[src/hdl/clp_pkg.sv]
`timescale 1ns / 1ps

package clp_pkg;

	// Request kinds on the input channel
	typedef enum logic {
		REQ_START = 1'b0,
		REQ_STEP  = 1'b1
	} req_t;

	// Clip window register indexes
	typedef enum logic [1:0] {
		CFG_CLIP_LEFT   = 2'd0,
		CFG_CLIP_TOP    = 2'd1,
		CFG_CLIP_WIDTH  = 2'd2,
		CFG_CLIP_HEIGHT = 2'd3
	} cfg_idx_t;

	// Step direction of one axis
	typedef enum logic [1:0] {
		DIR_NONE = 2'b00,
		DIR_POS  = 2'b01,
		DIR_NEG  = 2'b11
	} dir_t;

	typedef struct packed {
		dir_t col;
		dir_t row;
	} dirs_t;

endpackage

[src/hdl/clp_req_if.sv]
`timescale 1ns / 1ps

interface clp_req_if #(
	parameter int COORD_WIDTH = 12,
	parameter int COLOR_WIDTH = 24
);
	logic                   valid;
	logic                   ready;
	clp_pkg::req_t          req_type;
	logic [COORD_WIDTH-1:0] start_x;
	logic [COORD_WIDTH-1:0] start_y;
	logic [COORD_WIDTH-1:0] end_x;
	logic [COORD_WIDTH-1:0] end_y;
	logic [COLOR_WIDTH-1:0] line_color;

	modport source (
		output valid, req_type, start_x, start_y, end_x, end_y, line_color,
		input  ready
	);
	modport sink (
		input  valid, req_type, start_x, start_y, end_x, end_y, line_color,
		output ready
	);
endinterface

[src/hdl/clp_pix_if.sv]
`timescale 1ns / 1ps

interface clp_pix_if #(
	parameter int COORD_WIDTH = 12,
	parameter int COLOR_WIDTH = 24
);
	logic                   valid;
	logic                   ready;
	logic [COORD_WIDTH-1:0] pixel_x;
	logic [COORD_WIDTH-1:0] pixel_y;
	logic [COLOR_WIDTH-1:0] pixel_color;
	logic                   visible;
	logic                   last_pixel;

	modport source (
		output valid, pixel_x, pixel_y, pixel_color, visible, last_pixel,
		input  ready
	);
	modport sink (
		input  valid, pixel_x, pixel_y, pixel_color, visible, last_pixel,
		output ready
	);
endinterface

[src/hdl/clp_line_setup.sv]
`timescale 1ns / 1ps

// Endpoint decode: per-axis direction and magnitude, major distance.
module clp_line_setup #(
	parameter int COORD_WIDTH = 12
) (
	input  logic [COORD_WIDTH-1:0] start_x,
	input  logic [COORD_WIDTH-1:0] start_y,
	input  logic [COORD_WIDTH-1:0] end_x,
	input  logic [COORD_WIDTH-1:0] end_y,
	output clp_pkg::dirs_t         dirs,
	output logic [COORD_WIDTH-1:0] abs_dx,
	output logic [COORD_WIDTH-1:0] abs_dy,
	output logic [COORD_WIDTH-1:0] major_len
);
	logic [COORD_WIDTH:0] dx;
	logic [COORD_WIDTH:0] dy;
	logic [COORD_WIDTH:0] ndx;
	logic [COORD_WIDTH:0] ndy;

	assign dx  = {end_x[COORD_WIDTH-1], end_x} - {start_x[COORD_WIDTH-1], start_x};
	assign dy  = {end_y[COORD_WIDTH-1], end_y} - {start_y[COORD_WIDTH-1], start_y};
	assign ndx = -dx;
	assign ndy = -dy;

	always_comb begin
		abs_dx = dx[COORD_WIDTH] ? ndx[COORD_WIDTH-1:0] : dx[COORD_WIDTH-1:0];
		abs_dy = dy[COORD_WIDTH] ? ndy[COORD_WIDTH-1:0] : dy[COORD_WIDTH-1:0];
		major_len = (abs_dx > abs_dy) ? abs_dx : abs_dy;

		if (dx == '0)
			dirs.col = clp_pkg::DIR_NONE;
		else if (dx[COORD_WIDTH])
			dirs.col = clp_pkg::DIR_NEG;
		else
			dirs.col = clp_pkg::DIR_POS;

		if (dy == '0)
			dirs.row = clp_pkg::DIR_NONE;
		else if (dy[COORD_WIDTH])
			dirs.row = clp_pkg::DIR_NEG;
		else
			dirs.row = clp_pkg::DIR_POS;
	end
endmodule

[src/hdl/clp_axis_step.sv]
`timescale 1ns / 1ps

// One axis of the error-accumulator step.
module clp_axis_step #(
	parameter int COORD_WIDTH = 12
) (
	input  logic [COORD_WIDTH-1:0] pos,
	input  clp_pkg::dir_t          dir,
	input  logic [COORD_WIDTH:0]   err,
	input  logic [COORD_WIDTH-1:0] delta,
	input  logic [COORD_WIDTH-1:0] major_len,
	output logic [COORD_WIDTH-1:0] pos_next,
	output logic [COORD_WIDTH:0]   err_next
);
	logic [COORD_WIDTH:0] err_sum;
	logic                 move;

	// err never exceeds major_len after a step, so the sum fits one extra bit
	assign err_sum = err + {1'b0, delta};
	assign move    = err_sum > {1'b0, major_len};

	always_comb begin
		err_next = move ? (err_sum - {1'b0, major_len}) : err_sum;
		pos_next = pos;
		if (move) begin
			case (dir)
				clp_pkg::DIR_POS: pos_next = pos + 1'b1;
				clp_pkg::DIR_NEG: pos_next = pos - 1'b1;
				default:          pos_next = pos;
			endcase
		end
	end
endmodule

[src/hdl/clp_clip_test.sv]
`timescale 1ns / 1ps

// Clip window test: left/top inclusive, right/bottom exclusive.
module clp_clip_test #(
	parameter int COORD_WIDTH = 12
) (
	input  logic [COORD_WIDTH-1:0] x,
	input  logic [COORD_WIDTH-1:0] y,
	input  logic [COORD_WIDTH-1:0] left,
	input  logic [COORD_WIDTH-1:0] top,
	input  logic [COORD_WIDTH-1:0] width,
	input  logic [COORD_WIDTH-1:0] height,
	output logic                   visible
);
	logic signed [COORD_WIDTH+1:0] xe, ye, le, te, re, be;

	assign xe = $signed({{2{x[COORD_WIDTH-1]}}, x});
	assign ye = $signed({{2{y[COORD_WIDTH-1]}}, y});
	assign le = $signed({{2{left[COORD_WIDTH-1]}}, left});
	assign te = $signed({{2{top[COORD_WIDTH-1]}}, top});
	assign re = le + $signed({2'b00, width});
	assign be = te + $signed({2'b00, height});

	assign visible = (xe >= le) && (ye >= te) && (xe < re) && (ye < be);
endmodule

[src/hdl/clipped_line_pixel_generator.sv]
`timescale 1ns / 1ps
// A step transaction's pixel is registered: it shows on the output in the cycle after
// acceptance. Throughput: one transaction per clock while req.ready is high; the output
// register frees itself in the same cycle it is taken, so a step can be accepted while
// the last pixel is read. Start transactions give no pixel. Reset (arst_n low) clears
// the line-active flag and the output valid and loads the clip window with 0, 0,
// SCREEN_W, SCREEN_H; line data waits for a start, pixel data for a step.
module clipped_line_pixel_generator #(
	parameter int COORD_WIDTH = 12,
	parameter int COLOR_WIDTH = 24,
	parameter int SCREEN_W    = 320,
	parameter int SCREEN_H    = 240
) (
	input  logic                   clk,
	input  logic                   arst_n,
	clp_req_if.sink                req,
	clp_pix_if.source              pix,
	input  logic                   cfg_we,
	input  clp_pkg::cfg_idx_t      cfg_index,
	input  logic [COORD_WIDTH-1:0] cfg_data
);
	// Clip window registers
	logic [COORD_WIDTH-1:0] clip_left_q, clip_top_q, clip_width_q, clip_height_q;

	// Line state
	logic                   busy_q;
	logic [COORD_WIDTH-1:0] col_q, row_q;
	logic [COORD_WIDTH:0]   err_col_q, err_row_q;
	logic [COORD_WIDTH-1:0] abs_dx_q, abs_dy_q, major_q;
	clp_pkg::dirs_t         dirs_q;
	logic [COORD_WIDTH:0]   left_q;    // pixels still to emit, major+2 at start
	logic [COLOR_WIDTH-1:0] color_q;

	// Output register
	logic                   out_vld_q;
	logic [COORD_WIDTH-1:0] out_x_q, out_y_q;
	logic [COLOR_WIDTH-1:0] out_color_q;
	logic                   out_vis_q, out_last_q;

	// Setup results for a start transaction
	clp_pkg::dirs_t         su_dirs;
	logic [COORD_WIDTH-1:0] su_adx, su_ady, su_major;

	// Step results
	logic [COORD_WIDTH-1:0] col_nx, row_nx;
	logic [COORD_WIDTH:0]   err_col_nx, err_row_nx;
	logic                   vis;

	logic accept, do_start, do_step, is_last;

	// The output register is free when empty or being drained this cycle
	assign req.ready = !out_vld_q || pix.ready;
	assign accept    = req.valid && req.ready;
	assign do_start  = accept && (req.req_type == clp_pkg::REQ_START);
	// A step with no active line is swallowed without a pixel
	assign do_step   = accept && (req.req_type == clp_pkg::REQ_STEP) && busy_q;
	assign is_last   = (left_q == (COORD_WIDTH+1)'(1));

	clp_line_setup #(.COORD_WIDTH(COORD_WIDTH)) u_setup (
		.start_x   (req.start_x),
		.start_y   (req.start_y),
		.end_x     (req.end_x),
		.end_y     (req.end_y),
		.dirs      (su_dirs),
		.abs_dx    (su_adx),
		.abs_dy    (su_ady),
		.major_len (su_major)
	);

	clp_axis_step #(.COORD_WIDTH(COORD_WIDTH)) u_step_col (
		.pos       (col_q),
		.dir       (dirs_q.col),
		.err       (err_col_q),
		.delta     (abs_dx_q),
		.major_len (major_q),
		.pos_next  (col_nx),
		.err_next  (err_col_nx)
	);

	clp_axis_step #(.COORD_WIDTH(COORD_WIDTH)) u_step_row (
		.pos       (row_q),
		.dir       (dirs_q.row),
		.err       (err_row_q),
		.delta     (abs_dy_q),
		.major_len (major_q),
		.pos_next  (row_nx),
		.err_next  (err_row_nx)
	);

	// Visibility is judged on the pixel being emitted, i.e. the current position
	clp_clip_test #(.COORD_WIDTH(COORD_WIDTH)) u_clip (
		.x       (col_q),
		.y       (row_q),
		.left    (clip_left_q),
		.top     (clip_top_q),
		.width   (clip_width_q),
		.height  (clip_height_q),
		.visible (vis)
	);

	// Configuration writes
	always_ff @(posedge clk or negedge arst_n) begin
		if (!arst_n) begin
			clip_left_q   <= '0;
			clip_top_q    <= '0;
			clip_width_q  <= COORD_WIDTH'(SCREEN_W);
			clip_height_q <= COORD_WIDTH'(SCREEN_H);
		end else if (cfg_we) begin
			unique case (cfg_index)
				clp_pkg::CFG_CLIP_LEFT:   clip_left_q   <= cfg_data;
				clp_pkg::CFG_CLIP_TOP:    clip_top_q    <= cfg_data;
				clp_pkg::CFG_CLIP_WIDTH:  clip_width_q  <= cfg_data;
				clp_pkg::CFG_CLIP_HEIGHT: clip_height_q <= cfg_data;
				default: ;
			endcase
		end
	end

	// Control state: line active flag and output valid
	always_ff @(posedge clk or negedge arst_n) begin
		if (!arst_n) begin
			busy_q    <= 1'b0;
			out_vld_q <= 1'b0;
		end else begin
			if (do_start)
				busy_q <= 1'b1;
			else if (do_step && is_last)
				busy_q <= 1'b0;

			if (do_step)
				out_vld_q <= 1'b1;
			else if (pix.ready)
				out_vld_q <= 1'b0;
		end
	end

	// Line payload: loaded on start, advanced on each emitted pixel.
	// A start while a line is running simply reloads everything.
	always_ff @(posedge clk) begin
		if (do_start) begin
			col_q     <= req.start_x;
			row_q     <= req.start_y;
			err_col_q <= '0;
			err_row_q <= '0;
			abs_dx_q  <= su_adx;
			abs_dy_q  <= su_ady;
			major_q   <= su_major;
			dirs_q    <= su_dirs;
			left_q    <= {1'b0, su_major} + (COORD_WIDTH+1)'(2);
			color_q   <= req.line_color;
		end else if (do_step) begin
			col_q     <= col_nx;
			row_q     <= row_nx;
			err_col_q <= err_col_nx;
			err_row_q <= err_row_nx;
			left_q    <= left_q - (COORD_WIDTH+1)'(1);
		end
	end

	// Pixel output register
	always_ff @(posedge clk) begin
		if (do_step) begin
			out_x_q     <= col_q;
			out_y_q     <= row_q;
			out_color_q <= color_q;
			out_vis_q   <= vis;
			out_last_q  <= is_last;
		end
	end

	assign pix.valid       = out_vld_q;
	assign pix.pixel_x     = out_x_q;
	assign pix.pixel_y     = out_y_q;
	assign pix.pixel_color = out_color_q;
	assign pix.visible     = out_vis_q;
	assign pix.last_pixel  = out_last_q;
endmodule
[src/flat_wrapper.sv]
// flat-port wrapper written by rule: the top's interface ports become plain ports
module clipped_line_pixel_generator_flat 
#(
	parameter int COORD_WIDTH = 12,
	parameter int COLOR_WIDTH = 24,
	parameter int SCREEN_W    = 320,
	parameter int SCREEN_H    = 240
)
  (clk, arst_n, cfg_we, cfg_index, cfg_data, req_valid, req_req_type, req_start_x, req_start_y, req_end_x, req_end_y, req_line_color, req_ready, pix_valid, pix_pixel_x, pix_pixel_y, pix_pixel_color, pix_visible, pix_last_pixel, pix_ready);
  clp_req_if #(.COORD_WIDTH(COORD_WIDTH), .COLOR_WIDTH(COLOR_WIDTH)) req_i ();
  clp_pix_if #(.COORD_WIDTH(COORD_WIDTH), .COLOR_WIDTH(COLOR_WIDTH)) pix_i ();
  input  logic clk;
  input  logic arst_n;
  input  logic cfg_we;
  input  clp_pkg::cfg_idx_t cfg_index;
  input  logic [COORD_WIDTH-1:0] cfg_data;
  input wire logic [$bits(req_i.valid)-1:0] req_valid;
  input wire logic [$bits(req_i.req_type)-1:0] req_req_type;
  input wire logic [$bits(req_i.start_x)-1:0] req_start_x;
  input wire logic [$bits(req_i.start_y)-1:0] req_start_y;
  input wire logic [$bits(req_i.end_x)-1:0] req_end_x;
  input wire logic [$bits(req_i.end_y)-1:0] req_end_y;
  input wire logic [$bits(req_i.line_color)-1:0] req_line_color;
  output wire logic [$bits(req_i.ready)-1:0] req_ready;
  output wire logic [$bits(pix_i.valid)-1:0] pix_valid;
  output wire logic [$bits(pix_i.pixel_x)-1:0] pix_pixel_x;
  output wire logic [$bits(pix_i.pixel_y)-1:0] pix_pixel_y;
  output wire logic [$bits(pix_i.pixel_color)-1:0] pix_pixel_color;
  output wire logic [$bits(pix_i.visible)-1:0] pix_visible;
  output wire logic [$bits(pix_i.last_pixel)-1:0] pix_last_pixel;
  input wire logic [$bits(pix_i.ready)-1:0] pix_ready;
  assign req_i.valid = req_valid;
  assign req_i.req_type = req_req_type;
  assign req_i.start_x = req_start_x;
  assign req_i.start_y = req_start_y;
  assign req_i.end_x = req_end_x;
  assign req_i.end_y = req_end_y;
  assign req_i.line_color = req_line_color;
  assign req_ready = req_i.ready;
  assign pix_valid = pix_i.valid;
  assign pix_pixel_x = pix_i.pixel_x;
  assign pix_pixel_y = pix_i.pixel_y;
  assign pix_pixel_color = pix_i.pixel_color;
  assign pix_visible = pix_i.visible;
  assign pix_last_pixel = pix_i.last_pixel;
  assign pix_i.ready = pix_ready;
  clipped_line_pixel_generator #(.COORD_WIDTH(COORD_WIDTH), .COLOR_WIDTH(COLOR_WIDTH), .SCREEN_W(SCREEN_W), .SCREEN_H(SCREEN_H)) u_core (.clk(clk), .arst_n(arst_n), .req(req_i), .pix(pix_i), .cfg_we(cfg_we), .cfg_index(cfg_index), .cfg_data(cfg_data));
endmodule
[config.mk]
export PLATFORM = sky130hd
export DESIGN_NAME = clipped_line_pixel_generator_flat
export DESIGN_NICKNAME = d
export VERILOG_FILES = /design/src/hdl/clp_pkg.sv /design/src/hdl/clp_req_if.sv /design/src/hdl/clp_pix_if.sv /design/src/hdl/clp_line_setup.sv /design/src/hdl/clp_axis_step.sv /design/src/hdl/clp_clip_test.sv /design/src/hdl/clipped_line_pixel_generator.sv /design/src/flat_wrapper.sv
export SDC_FILE = /design/constraint.sdc
export NUM_CORES = 1
export LEC_CHECK = 0
export ABC_AREA = 1
export BUFFER_PORTS_ARGS = -buffer_cell sky130_fd_sc_hd__buf_2
export CORE_ASPECT_RATIO = 1.75
export CORE_MARGIN = 1.5
export CORE_UTILIZATION = 60
export DETAILED_ROUTE_END_ITERATION = 10
export GPL_TIMING_DRIVEN = 0
export PLACE_DENSITY = 0.91
export SLEW_MARGIN = 20
export SYNTH_ARGS = -nofsm -noshare
export SYNTH_HDL_FRONTEND = slang
export SYNTH_HIERARCHICAL = 1
export SYNTH_SLANG_ARGS = --single-unit
[constraint.sdc]
create_clock -name clk -period 4.3 [get_ports clk]
set_input_delay 0.215 -clock clk [delete_from_list [all_inputs] [get_ports clk]]
set_output_delay 0.215 -clock clk [all_outputs]
set_load 0.05 [all_outputs]
==> flow_summary.ini <==
[critical_path]
worst-path-buf-inv = 8
crit_path_max_fanout = 5
ff2ff_path_depth = 23
cp.arrival_ps = 4540
crit_cells = 31
cp_slowest_cell = fa_2
crit_top_cell = nand2_1
endpoint = u_core/left_q[11]
worstSetupEndpointType = register
reg2reg_from = u_core/err_col_q[0]
r2r_setup_slack_ps = 410
r2r-end = u_core/col_q[9]
cp_top_family = simple AND/OR/NAND/NOR gates
critPathLaunchType = input port
path_class = input port to register
startpoint = req_end_x[0]
critical_path_required_ps = 4590
max_stage_delay_ps = 580

[flow_run]
drv_cap = 0

[logic_synthesis]
synth_top_cell_by_area = edfxtp_1
seq_area_frac_synth_pct = 34.85
syn_inst = 2439
synth_seq_cells = 227
synth_edf_count = 151
synthFlopType = edfxtp_1
yosysWarnings = 6
synth_area_leaders = edfxtp_1 25%, nand2_1 17%, ha_1 13%, inv_1 7.2%, dfrtp_1 6.1%
synth_top_area_share_pct = 25.03
syn_area_sq_um = 18120
synth_nets = 2726
synth-async-reset-ratio_pct = 22.03
postSynthAreaPerCell_sq_um = 7.428
synth_cell_type_count = 55

[power]
pwr_density_cell_nw_per_um2 = 746.6
leakagePower_nw = 10.67
total_power_w = 0.01563
vdd_drop_max_mv = 0.3509

[grt]
grt_pass1_vias = 17070
gr-total-overflow = 0
track_usage_pct = 32.32
grt_use_met1_pct = 30.63
antenna_found_initial = 0
grt.met2_usage_pct = 62.12
busiest_layer = met2
grt_start_max_net_pins = 66
grt_pass1_wl_um = 80140
use_met3_pct = 3.159

[cts]
path_clk_slew_ps = 70
cts_made_buffers = 21
cts.sinks = 227
clock_path_buffers = 3
cts_root_buf = clkbuf_16
cts_tree = done
clkLatencyLatePin_ps = 540
htree_levels = 1

[status]
outcome = finished, final reports clean

[timing]
period_minus_slack_ps = 4255
max_freq_mhz = 235.0
finalSetupViolations = 0
hold_viol = 0
slew-limit-headroom_pct = 56.60
fin_skew_ps = 22.87
slew_violations = 0
post-route-period-util_pct = 98.95
worstMarginPinSlew_ps = 651.0
timing.hold.ws_ps = 10.77

[floorplanning]
start_util_pct = 60.70
ioPinCount = 144
die_area_sq_um = 31290
die_height_um = 232.9
core_sq_um = 29850
dieWidth_um = 134.4
rows = 84

[detailed_routing]
routed_wl_um = 52250
viasPerCell = 5.691
wl_per_cell_um = 17.05
num_vias = 17440
drcViolationCount = 0
ant_nets = 0
dr.pass1.iters = 6
drt_iter0_drc = 1178

[layout]
multi_input_area_sq_um = 10430
diodes = 0
mostFrequentLayoutCells = 808 x nand2_1, 340 x inv_1, 181 x nand3_1
nets = 2949
area_delta_synth_final_pct = 15.59
drive_gt1_share_pct = 13.30
fin_util_pct = 70.16
layout_commonest_cell = nand2_1
regArea_sq_um = 6314
nFillCells = 2371

[placed_design]
hpwlAfterDp_um = 39790
portBuffers = 143
gp_congestion = 0.9956

[worst_hold_path]
min_path_type = input port to register
layout make-up:
type,count,share of cell area [%]
buffer,44,1.643
sequential,227,30.15
timing repair buffer,200,6.070
tap,387,2.312
multi-input combinational,1813,49.78
clock inverter,16,1.141
inverter,355,6.375
clock buffer,22,2.527
state kept, by name, summed over array words and instances, names as in the netlist, 13 cells and up:
signal	flops
u_core/pix.pixel_color	24
u_core/err_row_q	13
u_core/err_col_q	13
u_core/left_q	13
u_core/color_q	24
routing by layer:
metal	vias to the layer above	part of all wire [%]
met5	-	0
met4	0	8.6
met3	257	5.0
met2	756	53
met1	8052	33
li1	8372	-
worst min path at each step:
stage / startpoint / to / slack, ps / depth (start not counted)
5_1_grt: req_start_x[7] / u_core/col_q[7] / 10 / 3
3_3_place_gp: req_line_color[1] / u_core/color_q[1] / 390 / 1
2_1_floorplan: arst_n / u_core/busy_q / -80 / 0
4_1_cts: req_start_x[8] / u_core/col_q[8] / 0.4 / 3
6_report: req_start_y[4] / u_core/row_q[4] / 10 / 3
3_5_place_dp: req_line_color[13] / u_core/color_q[13] / 390 / 1
report_power, final:
part / switching (W) / total, W / leakage [nW] / internal (W)
Sequential: 0.000482 / 0.00346 / 2.24 / 0.00298
Clock: 0.000895 / 0.00211 / 0.374 / 0.00122
Combinational: 0.00635 / 0.0101 / 8.06 / 0.00371
Yosys cell counts, types with 4 or more instances:
master / n
a21oi_1: 124
buf_6: 11
o21ai_1: 14
nor2_1: 127
ha_1: 185
dfxtp_1: 26
inv_2: 7
edfxtp_1: 151
dfrtp_1: 44
nand2_4: 7
nand3_1: 187
fa_1: 10
nand3b_1: 12
nand2_1: 822
nand2_2: 14
a21oi_2: 5
o21ai_2: 4
a31oi_1: 8
clkbuf_1: 7
nor3_1: 17
buf_4: 8
nor2_2: 7
inv_1: 347
xnor2_1: 30
a21o_1: 8
xor2_1: 61
nand4_1: 34
o21ai_0: 93
dfstp_2: 6
o21bai_1: 16
buf_2: 14
cells by family after synthesis:
family / share of synthesized area, %
AO/OA/AOI/OAI: 8.674
XOR/XNOR: 4.489
adder cells (fa/ha/maj): 13.88
buffers and inverters: 9.199
flip-flops: 34.85
AND/OR/NAND/NOR: 28.91
tightest hold or removal path, stage by stage:
cell	delay, ps
buf_2	110
nand2_1	50
nand2_1	50
per-stage QoR:
stage	cell area (sq um)	setup slack [ps]	TNS, ps	std cells
3_5_place_dp	19370	-1256	-10650	2971
2_1_floorplan	18120	13.84	0	2439
4_1_cts	20530	16.88	0	3044
3_3_place_gp	19320	-987.7	-7476	2969
5_1_grt	20940	-163.7	-1055	3064
6_report	20940	45.21	0	3064
timing repair:
action	CTS	global route
resized for setup	16	62
setup endpoints to repair	11	9
hold buffers	34	1
cloned	0	2
pin swaps	1	30
buffers inserted	1	17
hold endpoints to repair	78	1
Power figures use the tool's default switching activity.
